`src/rtl/core/gpr_pkg.sv`:
```
// Shared types, constants and helper functions of the pyramid reduce block.
package gpr_pkg;

    localparam int MAX_WIDTH  = 2048;
    localparam int MAX_HEIGHT = 2048;
    localparam int NCH        = 3;
    localparam int CHAN_W     = 8;
    localparam int DIM_W      = 12;
    localparam int POS_W      = 11;
    localparam int OPOS_W     = 10;
    localparam int VSUM_W     = 12;
    localparam int SUM_W      = 16;
    localparam int TAPS       = 5;
    localparam int LANES      = 4;
    localparam int BANKS      = 4;
    localparam int CFG_IDX_W  = 4;

    localparam logic [CFG_IDX_W-1:0] CFG_FRAME_WIDTH  = 4'd0;
    localparam logic [CFG_IDX_W-1:0] CFG_FRAME_HEIGHT = 4'd1;

    typedef logic [CHAN_W-1:0]             chan_t;
    typedef chan_t [NCH-1:0]               pix_t;
    typedef pix_t [TAPS-1:0]               win_row_t;
    typedef win_row_t [TAPS-1:0]           win_t;
    typedef pix_t [BANKS-1:0]              bank_pix_t;
    typedef logic [NCH-1:0][VSUM_W-1:0]    vsum_col_t;
    typedef vsum_col_t [TAPS-1:0]          vsum_row_t;
    typedef logic [NCH-1:0][SUM_W-1:0]     sum_pix_t;

    typedef struct packed {
        sum_pix_t            sum;
        logic [OPOS_W-1:0]   col;
        logic [OPOS_W-1:0]   row;
        logic                done;
    } res_t;

    typedef res_t [LANES-1:0] res_set_t;

    function automatic logic [2:0] tap_w(input logic [2:0] t);
        logic [2:0] w;
        unique case (t)
            3'd0, 3'd4: w = 3'd1;
            3'd1, 3'd3: w = 3'd4;
            3'd2:       w = 3'd6;
            default:    w = 3'd0;
        endcase
        return w;
    endfunction

    // Window index of tap t for a centre d positions behind pos, with edge clamping.
    function automatic logic [2:0] clamp_idx(input logic [POS_W-1:0] pos,
                                             input logic [1:0] d,
                                             input logic [2:0] t);
        int rel;
        logic [2:0] idx;
        rel = int'(t) - 2 - int'(d);
        if (int'(pos) + rel < 0) begin
            idx = 3'(4 - int'(pos));
        end
        else if (rel > 0) begin
            idx = 3'd4;
        end
        else begin
            idx = 3'(4 + rel);
        end
        return idx;
    endfunction

    function automatic logic [DIM_W-1:0] clamp_size(input logic [DIM_W-1:0] v,
                                                    input logic [DIM_W-1:0] hi);
        logic [DIM_W-1:0] r;
        if (v < DIM_W'(2)) begin
            r = DIM_W'(2);
        end
        else if (v > hi) begin
            r = hi;
        end
        else begin
            r = v;
        end
        return r;
    endfunction

endpackage

```
`src/rtl/core/gpr_row_lane.sv`:
```
// Vertical filter lane: clamped five-tap column sums for one output row.
module gpr_row_lane
(
    input  logic                        clk,
    input  logic                        en,
    input  gpr_pkg::win_t               win,
    input  logic [gpr_pkg::POS_W-1:0]   row,
    input  logic [1:0]                  back,
    output gpr_pkg::vsum_row_t          vsum
);

    gpr_pkg::vsum_row_t vsum_next;
    gpr_pkg::vsum_row_t vsum_reg;

    always_comb
    begin
        logic [2:0]                   idx;
        logic [gpr_pkg::VSUM_W-1:0]   acc;
        for (int j = 0; j < gpr_pkg::TAPS; j++) begin
            for (int ch = 0; ch < gpr_pkg::NCH; ch++) begin
                acc = '0;
                for (int t = 0; t < gpr_pkg::TAPS; t++) begin
                    idx = gpr_pkg::clamp_idx(row, back, 3'(t));
                    acc = acc + gpr_pkg::VSUM_W'(gpr_pkg::tap_w(3'(t)))
                              * gpr_pkg::VSUM_W'(win[idx][j][ch]);
                end
                vsum_next[j][ch] = acc;
            end
        end
    end

    always_ff @(posedge clk)
    begin
        if (en)
        begin
            vsum_reg <= vsum_next;
        end
    end

    assign vsum = vsum_reg;

endmodule

```
`config.mk`:
```
export PLATFORM = sky130hd
export DESIGN_NAME = gpr_row_lane
export DESIGN_NICKNAME = d
export VERILOG_FILES = /design/src/rtl/core/gpr_pkg.sv /design/src/rtl/core/gpr_row_lane.sv
export SDC_FILE = /design/constraint.sdc
export NUM_CORES = 2
export LEC_CHECK = 0
export BUFFER_PORTS_ARGS = -buffer_cell sky130_fd_sc_hd__buf_2
export CORE_MARGIN = 3
export CORE_UTILIZATION = 35
export CTS_CLUSTER_SIZE = 30
export DETAILED_ROUTE_END_ITERATION = 7
export MAX_ROUTING_LAYER = met4
export PLACE_DENSITY = 0.59
export SYNTH_ARGS = -nofsm -noshare
export SYNTH_HDL_FRONTEND = slang
export SYNTH_SLANG_ARGS = --single-unit
export TNS_END_PERCENT = 20
```
`constraint.sdc`:
```
create_clock -name clk -period 8.73 [get_ports clk]
set_input_delay 0.873 -clock clk [delete_from_list [all_inputs] [get_ports clk]]
set_output_delay 0.873 -clock clk [all_outputs]
set_load 0.01 [all_outputs]
```
==> key figures <==
Floorplanning
  • Die height: approximately 360 um
  • DIE AREA: 129,000 um^2
  • Die X: 359.1 um
  • Core area: 122,800 um^2
  • # rows: 128
  • Num ports: 795
  • Initial Util: 0.3553

Critical path
  • Crit start category: primary input
  • Crit Path Category: in -> reg
  • Worst Path Arrival: around 8.4 ns
  • Crit path buffers/inverters: 6
  • Delay of the slowest critical-path stage: 0.62 ns
  • Cell family with most CP delay: adder cells
  • Crit-path slowest cell: a2111oi_4
  • CP Capture Type: register
  • CP required: 9.05 ns
  • Critical path fanouts, max: 26

Clock network
  • Sink Count: between 150 and 200
  • Post-CTS sizing: 0
  • Clock Tree Buf Depth: 2
  • Setup Buffers After CTS: 0
  • CTS root buffer: clkbuf_16
  • H-tree Lvls: 4
  • CTS tree: built
  • Hold buffers post-CTS: 0
  • Number of CTS-inserted buffers: 17
  • Reg clk slew, reported paths: roughly 0.080 ns

Global routing
  • Initial antenna violation count: around 140
  • First-pass GRT wire length: 283,600 um
  • Pin count of the biggest net entering global routing: slightly above 70
  • Total gr overflow: 0
  • Vias in the first global route: 41,590
  • Gr usage total: 0.3023

Pwr
  • Sequential power share: 0.140
  • Leakage power: 22.58 nW
  • Comb pwr share: 0.812
  • Peak supply drop: 423.0 uV
  • Clock share of power: 0.048
  • Pwr per Cell Area: between 300 and 400 nW/um^2
  • P_int: about 9.2 mW
  • Net Sw Frac: 0.4927
  • Net Switching: approximately 9.0 mW

Timing
  • Fin crit share: 0.9242
  • Slew @ Worst Pin: 1.122 ns
  • Setup_tns: 0 ns
  • Slew Viols, Final: 0
  • Final hold violation count: 0
  • Endpoints failing setup: 0
  • FMAX: 0.1239 GHz
  • Min Tclk post-route: 8.068 ns
  • RSZ-0062 raised after global routing: false
  • Hold WS: 0.8024 ns
  • Slew headroom: 0.2361

Logic synthesis
  • Synth Flop Type: edfxtp_1
  • Post-synthesis sequential area ratio: 0.1238
  • Async SR Flop Fraction: 0
  • Post-Syn Area per Cell: approximately 10 um^2
  • Post-Syn Instances: about 4,200
  • Number of synthesized flops with an enable pin: 180
  • Post-Syn Nets: 5,555
  • Flops & latches, synth: 180
  • Synth cell types: 60
  • Cell area after synthesis: 43,650 um^2
  • Warnings, synthesis: 0

Detailed routing
  • Via count: 41,740
  • Iteration-0 DRC Markers: 5,184
  • Drt via density: 6.303
  • Antenna Nets Post-Route: 0
  • Final wirelength: 194,900 um
  • Initial DRT Pass Iterations: 6
  • Post-DR wirelength/cell: slightly below 30 um
  • Remaining DRCs: 0

Worst hold path
  • Worst hold path depth: 3
  • Hold EP: vsum[132]
  • HP Start: win[568]
  • Worst min path class: in -> reg

Placement
  • Detail Placement HPWL: 145,400 um
  • Placer congestion estimate: 0.9542
  • PortBufs: 794

Job
  • Max cap viols: 0

Finish
  • Synthesis-to-layout area growth: 16.86%
  • Footprint of the multi-input gates: 35,290 um^2
  • Max FFs per register: 180
  • Register area: 5405 um^2
  • Nets: slightly above 6,000
  • Layout cells sized above 1: 0.2770
  • Filler instances: 12,030

Status
  • Status: finished, final reports clean
-- layout make-up --
cell class | instances | share of cell area
diodes | 145 | 0.007114
clock buffers | 17 | 0.008341
clock inverters | 15 | 0.002748
inverters | 513 | 0.03775
multi-input cells | 3209 | 0.6920
flip-flops and latches | 180 | 0.1060
well taps | 1625 | 0.03986
repair buffers | 918 | 0.1062
-- worst min-delay path, stage by stage --
cell and delay [ns]:
buf_2 0.13, a21o_1 0.13, ha_1 0.13
-- layout by cell type (no fill, tap or decap), drive strengths merged, types with 7 or more instances in the layout --
cell      n
nand2   211
nand2b   15
inv     514
nor2b     8
o221ai  135
a22o    233
a31oi    77
nand3     8
mux4    357
o211ai   14
edfxtp  180
ha      363
o21bai   98
buf     918
diode   145
fa      359
a22oi   170
nor2     48
or3      14
nor3     10
xor2     48
a21o     70
o21ai    67
clkinv   10
a21oi   321
clkbuf   17
mux2i   287
o22ai    92
a211oi    7
xnor2   149
-- cells by family after synthesis --
| family | share of synthesized area |
|---|---|
| mux | 0.2515 |
| xor+xnor | 0.03953 |
| fa+ha+maj | 0.2687 |
| buf+inv | 0.07347 |
| compound gates | 0.2105 |
| flops | 0.1238 |
| simple gates | 0.03245 |
-- worst max path at each step --
stage | slack [ns] | cells past startpoint | endpoint | from
floorplan | 0.51 | 34 | vsum[11] | back[0]
global placement | 0.1 | 35 | vsum[143] | back[0]
detailed placement | 0.11 | 32 | vsum[167] | back[0]
CTS | 0.69 | 32 | vsum[167] | back[0]
global route | 0.18 | 35 | vsum[143] | back[0]
finish | 0.66 | 31 | vsum[35] | back[0]
-- per-stage QoR --
step / setup slack, ns / power [mW] / std cells / instance area, um^2 / utilization
6_report: 0.6618 / 18.18 / 6622 / 51000 / 0.4152
5_1_grt: 0.1779 / 20.12 / 6595 / 50940 / 0.4147
4_1_cts: 0.6913 / 18.23 / 6477 / 50640 / 0.4123
3_5_place_dp: 0.1078 / 17.18 / 6445 / 50080 / 0.4077
3_3_place_gp: 0.09898 / 16.95 / 6445 / 50080 / 0.4077
2_1_floorplan: 0.5091 / 12.96 / 4218 / 43650 / -
-- metal layers --
metal / routed length, um / track usage / up-vias
li1: - / - / 17520
met1: 75680 / 0.3785 / 20900
met2: 87920 / 0.4452 / 2840
met3: 22820 / 0.08992 / 487
met4: 8457 / 0.1472 / 0
met5: 0 / - / -
-- Yosys cell counts, types with 14 or more instances --
cell type / n / area share
o21bai_1: 98 / 0.017
a21o_1: 70 / 0.012
o211ai_1: 14 / 0.0024
a22oi_1: 170 / 0.029
mux4_2: 357 / 0.18
fa_1: 359 / 0.16
mux2i_1: 287 / 0.066
xnor2_1: 149 / 0.030
a21oi_1: 320 / 0.037
o221ai_1: 135 / 0.027
clkbuf_1: 217 / 0.019
buf_1: 28 / 0.0024
a22o_1: 233 / 0.047
xor2_1: 48 / 0.0096
a31oi_1: 77 / 0.011
ha_1: 363 / 0.10
o21ai_0: 61 / 0.0070
buf_2: 70 / 0.0080
nor2_1: 48 / 0.0041
o22ai_1: 92 / 0.013
nand2_1: 210 / 0.018
inv_1: 513 / 0.044
or3_1: 14 / 0.0020
edfxtp_1: 180 / 0.12
nand2b_1: 15 / 0.0021
-- power groups by stage --
stage / clock (mW) / combinational, mW / sequential, mW
global route: 0.931 / 16.6 / 2.58
global placement: 0 / 14.4 / 2.56
detailed placement: 0 / 14.6 / 2.55
finish: 0.878 / 14.8 / 2.55
CTS: 0.904 / 14.8 / 2.54
floorplan: 0 / 10.3 / 2.70
No activity file was read; power rests on OpenSTA's default activity.
