==> config.mk <==
export PLATFORM = sky130hd
export DESIGN_NAME = gpr_merge
export DESIGN_NICKNAME = d
export VERILOG_FILES = /design/src/rtl/core/gpr_pkg.sv /design/src/rtl/core/gpr_merge.sv
export SDC_FILE = /design/constraint.sdc
export NUM_CORES = 1
export LEC_CHECK = 0
export BUFFER_PORTS_ARGS = -buffer_cell sky130_fd_sc_hd__buf_2
export CORE_MARGIN = 2
export CORE_UTILIZATION = 45
export DETAILED_ROUTE_END_ITERATION = 8
export PLACE_DENSITY = 0.71
export SLEW_MARGIN = 20
export SYNTH_ARGS = -nofsm -noshare
export SYNTH_HDL_FRONTEND = slang
export SYNTH_SLANG_ARGS = --single-unit
export TNS_END_PERCENT = 10
==> constraint.sdc <==
create_clock -name clk -period 24.1 [get_ports clk]
set_input_delay 2.41 -clock clk [delete_from_list [all_inputs] [get_ports clk]]
set_output_delay 2.41 -clock clk [all_outputs]
set_load 0.1 [all_outputs]
==> src/rtl/core/gpr_pkg.sv <==
// Shared types, constants and helper functions of the pyramid reduce block.
package gpr_pkg;

    localparam int MAX_WIDTH  = 2048;
    localparam int MAX_HEIGHT = 2048;
    localparam int NCH        = 3;
    localparam int CHAN_W     = 8;
    localparam int DIM_W      = 12;
    localparam int POS_W      = 11;
    localparam int OPOS_W     = 10;
    localparam int VSUM_W     = 12;
    localparam int SUM_W      = 16;
    localparam int TAPS       = 5;
    localparam int LANES      = 4;
    localparam int BANKS      = 4;
    localparam int CFG_IDX_W  = 4;

    localparam logic [CFG_IDX_W-1:0] CFG_FRAME_WIDTH  = 4'd0;
    localparam logic [CFG_IDX_W-1:0] CFG_FRAME_HEIGHT = 4'd1;

    typedef logic [CHAN_W-1:0]             chan_t;
    typedef chan_t [NCH-1:0]               pix_t;
    typedef pix_t [TAPS-1:0]               win_row_t;
    typedef win_row_t [TAPS-1:0]           win_t;
    typedef pix_t [BANKS-1:0]              bank_pix_t;
    typedef logic [NCH-1:0][VSUM_W-1:0]    vsum_col_t;
    typedef vsum_col_t [TAPS-1:0]          vsum_row_t;
    typedef logic [NCH-1:0][SUM_W-1:0]     sum_pix_t;

    typedef struct packed {
        sum_pix_t            sum;
        logic [OPOS_W-1:0]   col;
        logic [OPOS_W-1:0]   row;
        logic                done;
    } res_t;

    typedef res_t [LANES-1:0] res_set_t;

    function automatic logic [2:0] tap_w(input logic [2:0] t);
        logic [2:0] w;
        unique case (t)
            3'd0, 3'd4: w = 3'd1;
            3'd1, 3'd3: w = 3'd4;
            3'd2:       w = 3'd6;
            default:    w = 3'd0;
        endcase
        return w;
    endfunction

    // Window index of tap t for a centre d positions behind pos, with edge clamping.
    function automatic logic [2:0] clamp_idx(input logic [POS_W-1:0] pos,
                                             input logic [1:0] d,
                                             input logic [2:0] t);
        int rel;
        logic [2:0] idx;
        rel = int'(t) - 2 - int'(d);
        if (int'(pos) + rel < 0) begin
            idx = 3'(4 - int'(pos));
        end
        else if (rel > 0) begin
            idx = 3'd4;
        end
        else begin
            idx = 3'(4 + rel);
        end
        return idx;
    endfunction

    function automatic logic [DIM_W-1:0] clamp_size(input logic [DIM_W-1:0] v,
                                                    input logic [DIM_W-1:0] hi);
        logic [DIM_W-1:0] r;
        if (v < DIM_W'(2)) begin
            r = DIM_W'(2);
        end
        else if (v > hi) begin
            r = hi;
        end
        else begin
            r = v;
        end
        return r;
    endfunction

endpackage

==> src/rtl/core/gpr_merge.sv <==
// Merge stage: holds the lane results of one pixel and sends them out in order.
module gpr_merge
(
    input  logic                                clk,
    input  logic                                rst_n,
    input  logic [gpr_pkg::LANES-1:0]           load_mask,
    input  gpr_pkg::res_set_t                   load_res,
    output logic                                adv,
    output logic                                m_tvalid,
    input  logic                                m_tready,
    output logic [71:0]                         m_tdata, // red, green, blue, col, row, pad
    output logic                                m_tlast,
    output logic                                m_tuser  // frame_done
);

    logic [gpr_pkg::LANES-1:0] pending_reg;
    gpr_pkg::res_set_t         res_reg;
    logic [gpr_pkg::LANES-1:0] first;
    logic [gpr_pkg::LANES-1:0] rest;
    gpr_pkg::res_t             sel;

    always_comb
    begin
        first = pending_reg & (~pending_reg + gpr_pkg::LANES'(1));
        rest  = pending_reg & ~first;
        sel   = res_reg[0];
        for (int l = gpr_pkg::LANES - 1; l >= 0; l--) begin
            if (first[l])
            begin
                sel = res_reg[l];
            end
        end
    end

    assign adv      = (pending_reg == '0) || ((rest == '0) && m_tready);
    assign m_tvalid = (pending_reg != '0);
    assign m_tlast  = (rest == '0);
    assign m_tuser  = sel.done;
    assign m_tdata  = {4'b0, sel.row, sel.col, sel.sum[2], sel.sum[1], sel.sum[0]};

    always_ff @(posedge clk or negedge rst_n)
    begin
        if (!rst_n)
        begin
            pending_reg <= '0;
        end
        else if (adv)
        begin
            pending_reg <= load_mask;
        end
        else if (m_tready)
        begin
            pending_reg <= rest;
        end
    end

    always_ff @(posedge clk)
    begin
        if (adv)
        begin
            res_reg <= load_res;
        end
    end

endmodule

==> results.txt <==
----------------------------------------------------
[Routing]
  Count of nets left with antenna violations after detail routing ... 0
  Detailed-router iteration count before antenna repair ... 5
  Via-per-instance ratio ... 5.42
  Via count ... 7,215
  Final routed wire length divided by cell count ... 19.5 um
  Routed Wire Length ... 25,900 um
  Number of design-rule violations left by the first detailed-router iteration ... 511
  Drt drc ... 0

[Synth]
  Register bit count reported by yosys ... 280
  Count of distinct cell types in the synthesized netlist ... 30
  Post-synthesis instance total ... 642
  Mean area per synthesized cell ... 16.8 um2
  Mapped Area ... 0.0108 mm2
  Yosys warning count ... 0
  Sequential share of the synthesized area ... 77.8%

[Timing]
  Number of pins exceeding their max-slew limit in the final report ... 0
  Setup TNS Final ... 0 ns
  Relative max-transition margin ... 29.0%
  Count of final hold-check violations ... 0
  Period utilisation layout ... 25.0%
  RSZ-0062 raised after global routing ... no
  Maximum clock skew at final layout ... 0.0206 ns
  Maximum frequency from static timing analysis ... 166 MHz
  Setup Viol. Count Final ... 0
  Worst-Margin Slew ... 1.07 ns
  Clock period minus final worst setup slack ... 6.02 ns

[Global routing]
  GRT Residual Overflow ... 0
  Vias in the first global route ... 7,339
  Wire length of the first global-routing pass ... 39,600 um
  Number of antenna violations at the first check in global routing ... 5
  Largest net degree at the start of global routing ... 191
  Overall track demand over capacity in global routing ... 20.0%

[Place]
  Routability congestion estimate ... 0.839
  Placed Cells ... 1,273
  Port Buffer Count ... 354
  Post-DP HPWL ... 16,800 um
  Placed standard-cell area ... 0.0128 mm2

[Critical path]
  Type of destination of the critical path ... output pin
  Cells along the critical path ... nor2b_4 > buf_4 > a221oi_1 > o21ai_0 > buf_2
  Worst reg2reg path endpoint ... res_reg[269]
  FF-to-FF Start ... pending_reg[0]
  Worst setup SP type ... register
  Path depth of the worst reg2reg path ... 6
  Crit path max-delay cell type ... nor2b_4
  CP required ... 21.69 ns
  Data arrival time of the critical path ... 3.61 ns
  Maximum fanout along the worst path ... 37
  Stage delay of the slowest cell on the critical path ... 0.85 ns
  Type of the worst setup path ... register to output pin
  Worst-case register-to-register setup slack ... 19.84 ns

[Final layout]
  Syn-to-layout area delta ... 27.9%
  Core Util, Final ... 58.7%
  Number of filler instances in the final layout ... 1,804
  Final standard cell count with taps included and fillers excluded ... 1,331
  Count of nets after finishing ... 1,268
  Final Instance Area ... 0.0138 mm2
  Number of flip-flops under the largest register name ... 276
  Proportion of layout cells with a drive suffix above 1 ... 41.3%

[Clock network]
  Buffers inserted by post-CTS timing repair ... 0
  Maximum clock insertion buffer count ... 3
  Root buffer selected by CTS ... clkbuf_16
  TritonCTS Sinks ... 280
  CTS Buf Count ... 29
  Register clock-pin slew on the reported worst setup and hold paths ... 0.06 ns
  H-tree depth ... 1
  CTS tree ... yes
  Cells resized by post-CTS repair ... 0
  Hold_buf cts ... 0
  Clk_lat worst skew ... 0.54 ns

[Job]
  Number of max-cap violations ... 0

[Min path]
  Path category of the worst min-delay check ... register to register
  Hold Crit Endpoint ... pending_reg[2]
  Hold path start ... pending_reg[3]
  Hold path cells ... 2

[Floorplan]
  Floorplan die height ... 159 um
  Number of top-level pins ... 359
  Die X ... 159 um
  Initial core utilization ... 45.9%
  Core Rows ... 56
  Floorplan die area ... 0.0252 mm2
  Total core area ... 0.0235 mm2

[Status]
  Status ... finished, final reports clean

----------------------------------------------------
==> metal layers <==
layer	up-vias	GRT usage, %	wire, um
li1	3318	-	-
met1	3474	24.2	9700
met2	362	33.8	13000
met3	61	5.64	2360
met4	0	8.38	901
met5	-	0	0
==> worst max-delay path: cells and delay by family (launching register included) <==
kind | cells | cell delay [ns]
AO/OA/AOI/OAI | 2 | 0.46
buffers and inverters | 2 | 1.06
flip-flops | 1 | 0.66
AND/OR/NAND/NOR | 1 | 0.85
==> how the worst max path moves through the flow <==
stage,startpoint,endpoint,cells past startpoint
detailed placement,m_tready,adv,4
floorplan,m_tready,adv,2
global placement,m_tready,adv,4
CTS,pending_reg[2],m_tdata[10],5
global route,pending_reg[2],m_tdata[10],5
finish,pending_reg[2],m_tdata[10],5
==> through the flow <==
step | hold WS (ns) | setup slack (ns)
floorplan | 0.758 | 5.38
global placement | 0.820 | 18.38
detailed placement | 0.840 | 18.35
CTS | 0.851 | 18.00
global route | 0.912 | 17.82
finish | 0.852 | 18.08
==> cell families (layout without fill, tap and decap cells) <==
| family | Yosys count | after routing | synth area share (%) |
|---|---|---|---|
| AO/OA/AOI/OAI | 218 | 218 | 14.4 |
| buffers and inverters | 57 | 419 | 2.45 |
| other | 1 | 9 | 0.0348 |
| AND/OR/NAND/NOR | 84 | 84 | 5.08 |
| flip-flops | 280 | 280 | 77.8 |
| adder cells (fa/ha/maj) | 2 | 2 | 0.186 |
==> Yosys cell counts, drive strengths merged <==
| cell | n | area (um2) |
|---|---|---|
| maj3 | 2 | 20.0 |
| o21ai | 71 | 355 |
| edfxtp | 276 | 8290 |
| nor2b | 72 | 450 |
| nor3b | 1 | 7.51 |
| a221o | 1 | 10.0 |
| a2111oi | 3 | 26.3 |
| a211o | 1 | 8.76 |
| nor4b | 3 | 41.3 |
| nor3 | 2 | 15.0 |
| dfrtp | 4 | 100 |
| nand2b | 2 | 12.5 |
| o31a | 1 | 8.76 |
| inv | 3 | 11.3 |
| conb | 1 | 3.75 |
| a22oi | 69 | 518 |
| a2bb2oi | 1 | 8.76 |
| or4 | 1 | 7.51 |
| nor4 | 1 | 6.26 |
| clkbuf | 27 | 101 |
| nand2 | 2 | 7.51 |
| o21bai | 1 | 7.51 |
| buf | 27 | 151 |
| a221oi | 69 | 604 |
| a21boi | 1 | 7.51 |
==> layout make-up <==
type                    instances  area (um2)  area share, %
multi-input cells             308        2170           15.7
clock buffers                  36         762           5.53
clock inverters                17         188           1.36
diodes                          5        12.5         0.0908
well taps                     319         399           2.90
inverters                       3        11.3         0.0817
repair buffers                363        1850           13.4
flip-flops and latches        280        8390           60.9
==> layout by cell type, fill, tap and decap left out, types with 2 or more instances in the layout <==
master | synthesis | routed
conb_1 | 1 | 4
clkbuf_1 | 27 | 6
bufinv_16 | 0 | 4
nor2b_1 | 72 | 71
inv_1 | 3 | 3
nand2b_1 | 2 | 2
buf_2 | 16 | 354
clkinv_2 | 0 | 11
diode_2 | 0 | 5
maj3_1 | 2 | 2
a221oi_1 | 69 | 69
nor4b_1 | 2 | 2
buf_4 | 8 | 8
clkbuf_16 | 0 | 29
a22oi_1 | 69 | 69
o21ai_0 | 64 | 64
edfxtp_1 | 276 | 276
dfrtp_1 | 4 | 2
nand2_1 | 2 | 2
o21ai_1 | 7 | 7
a2111oi_0 | 3 | 3
Power is left out: the tool's default activity adds up to more than one toggle a clock period on the data nets, which glitch-free logic cannot reach.
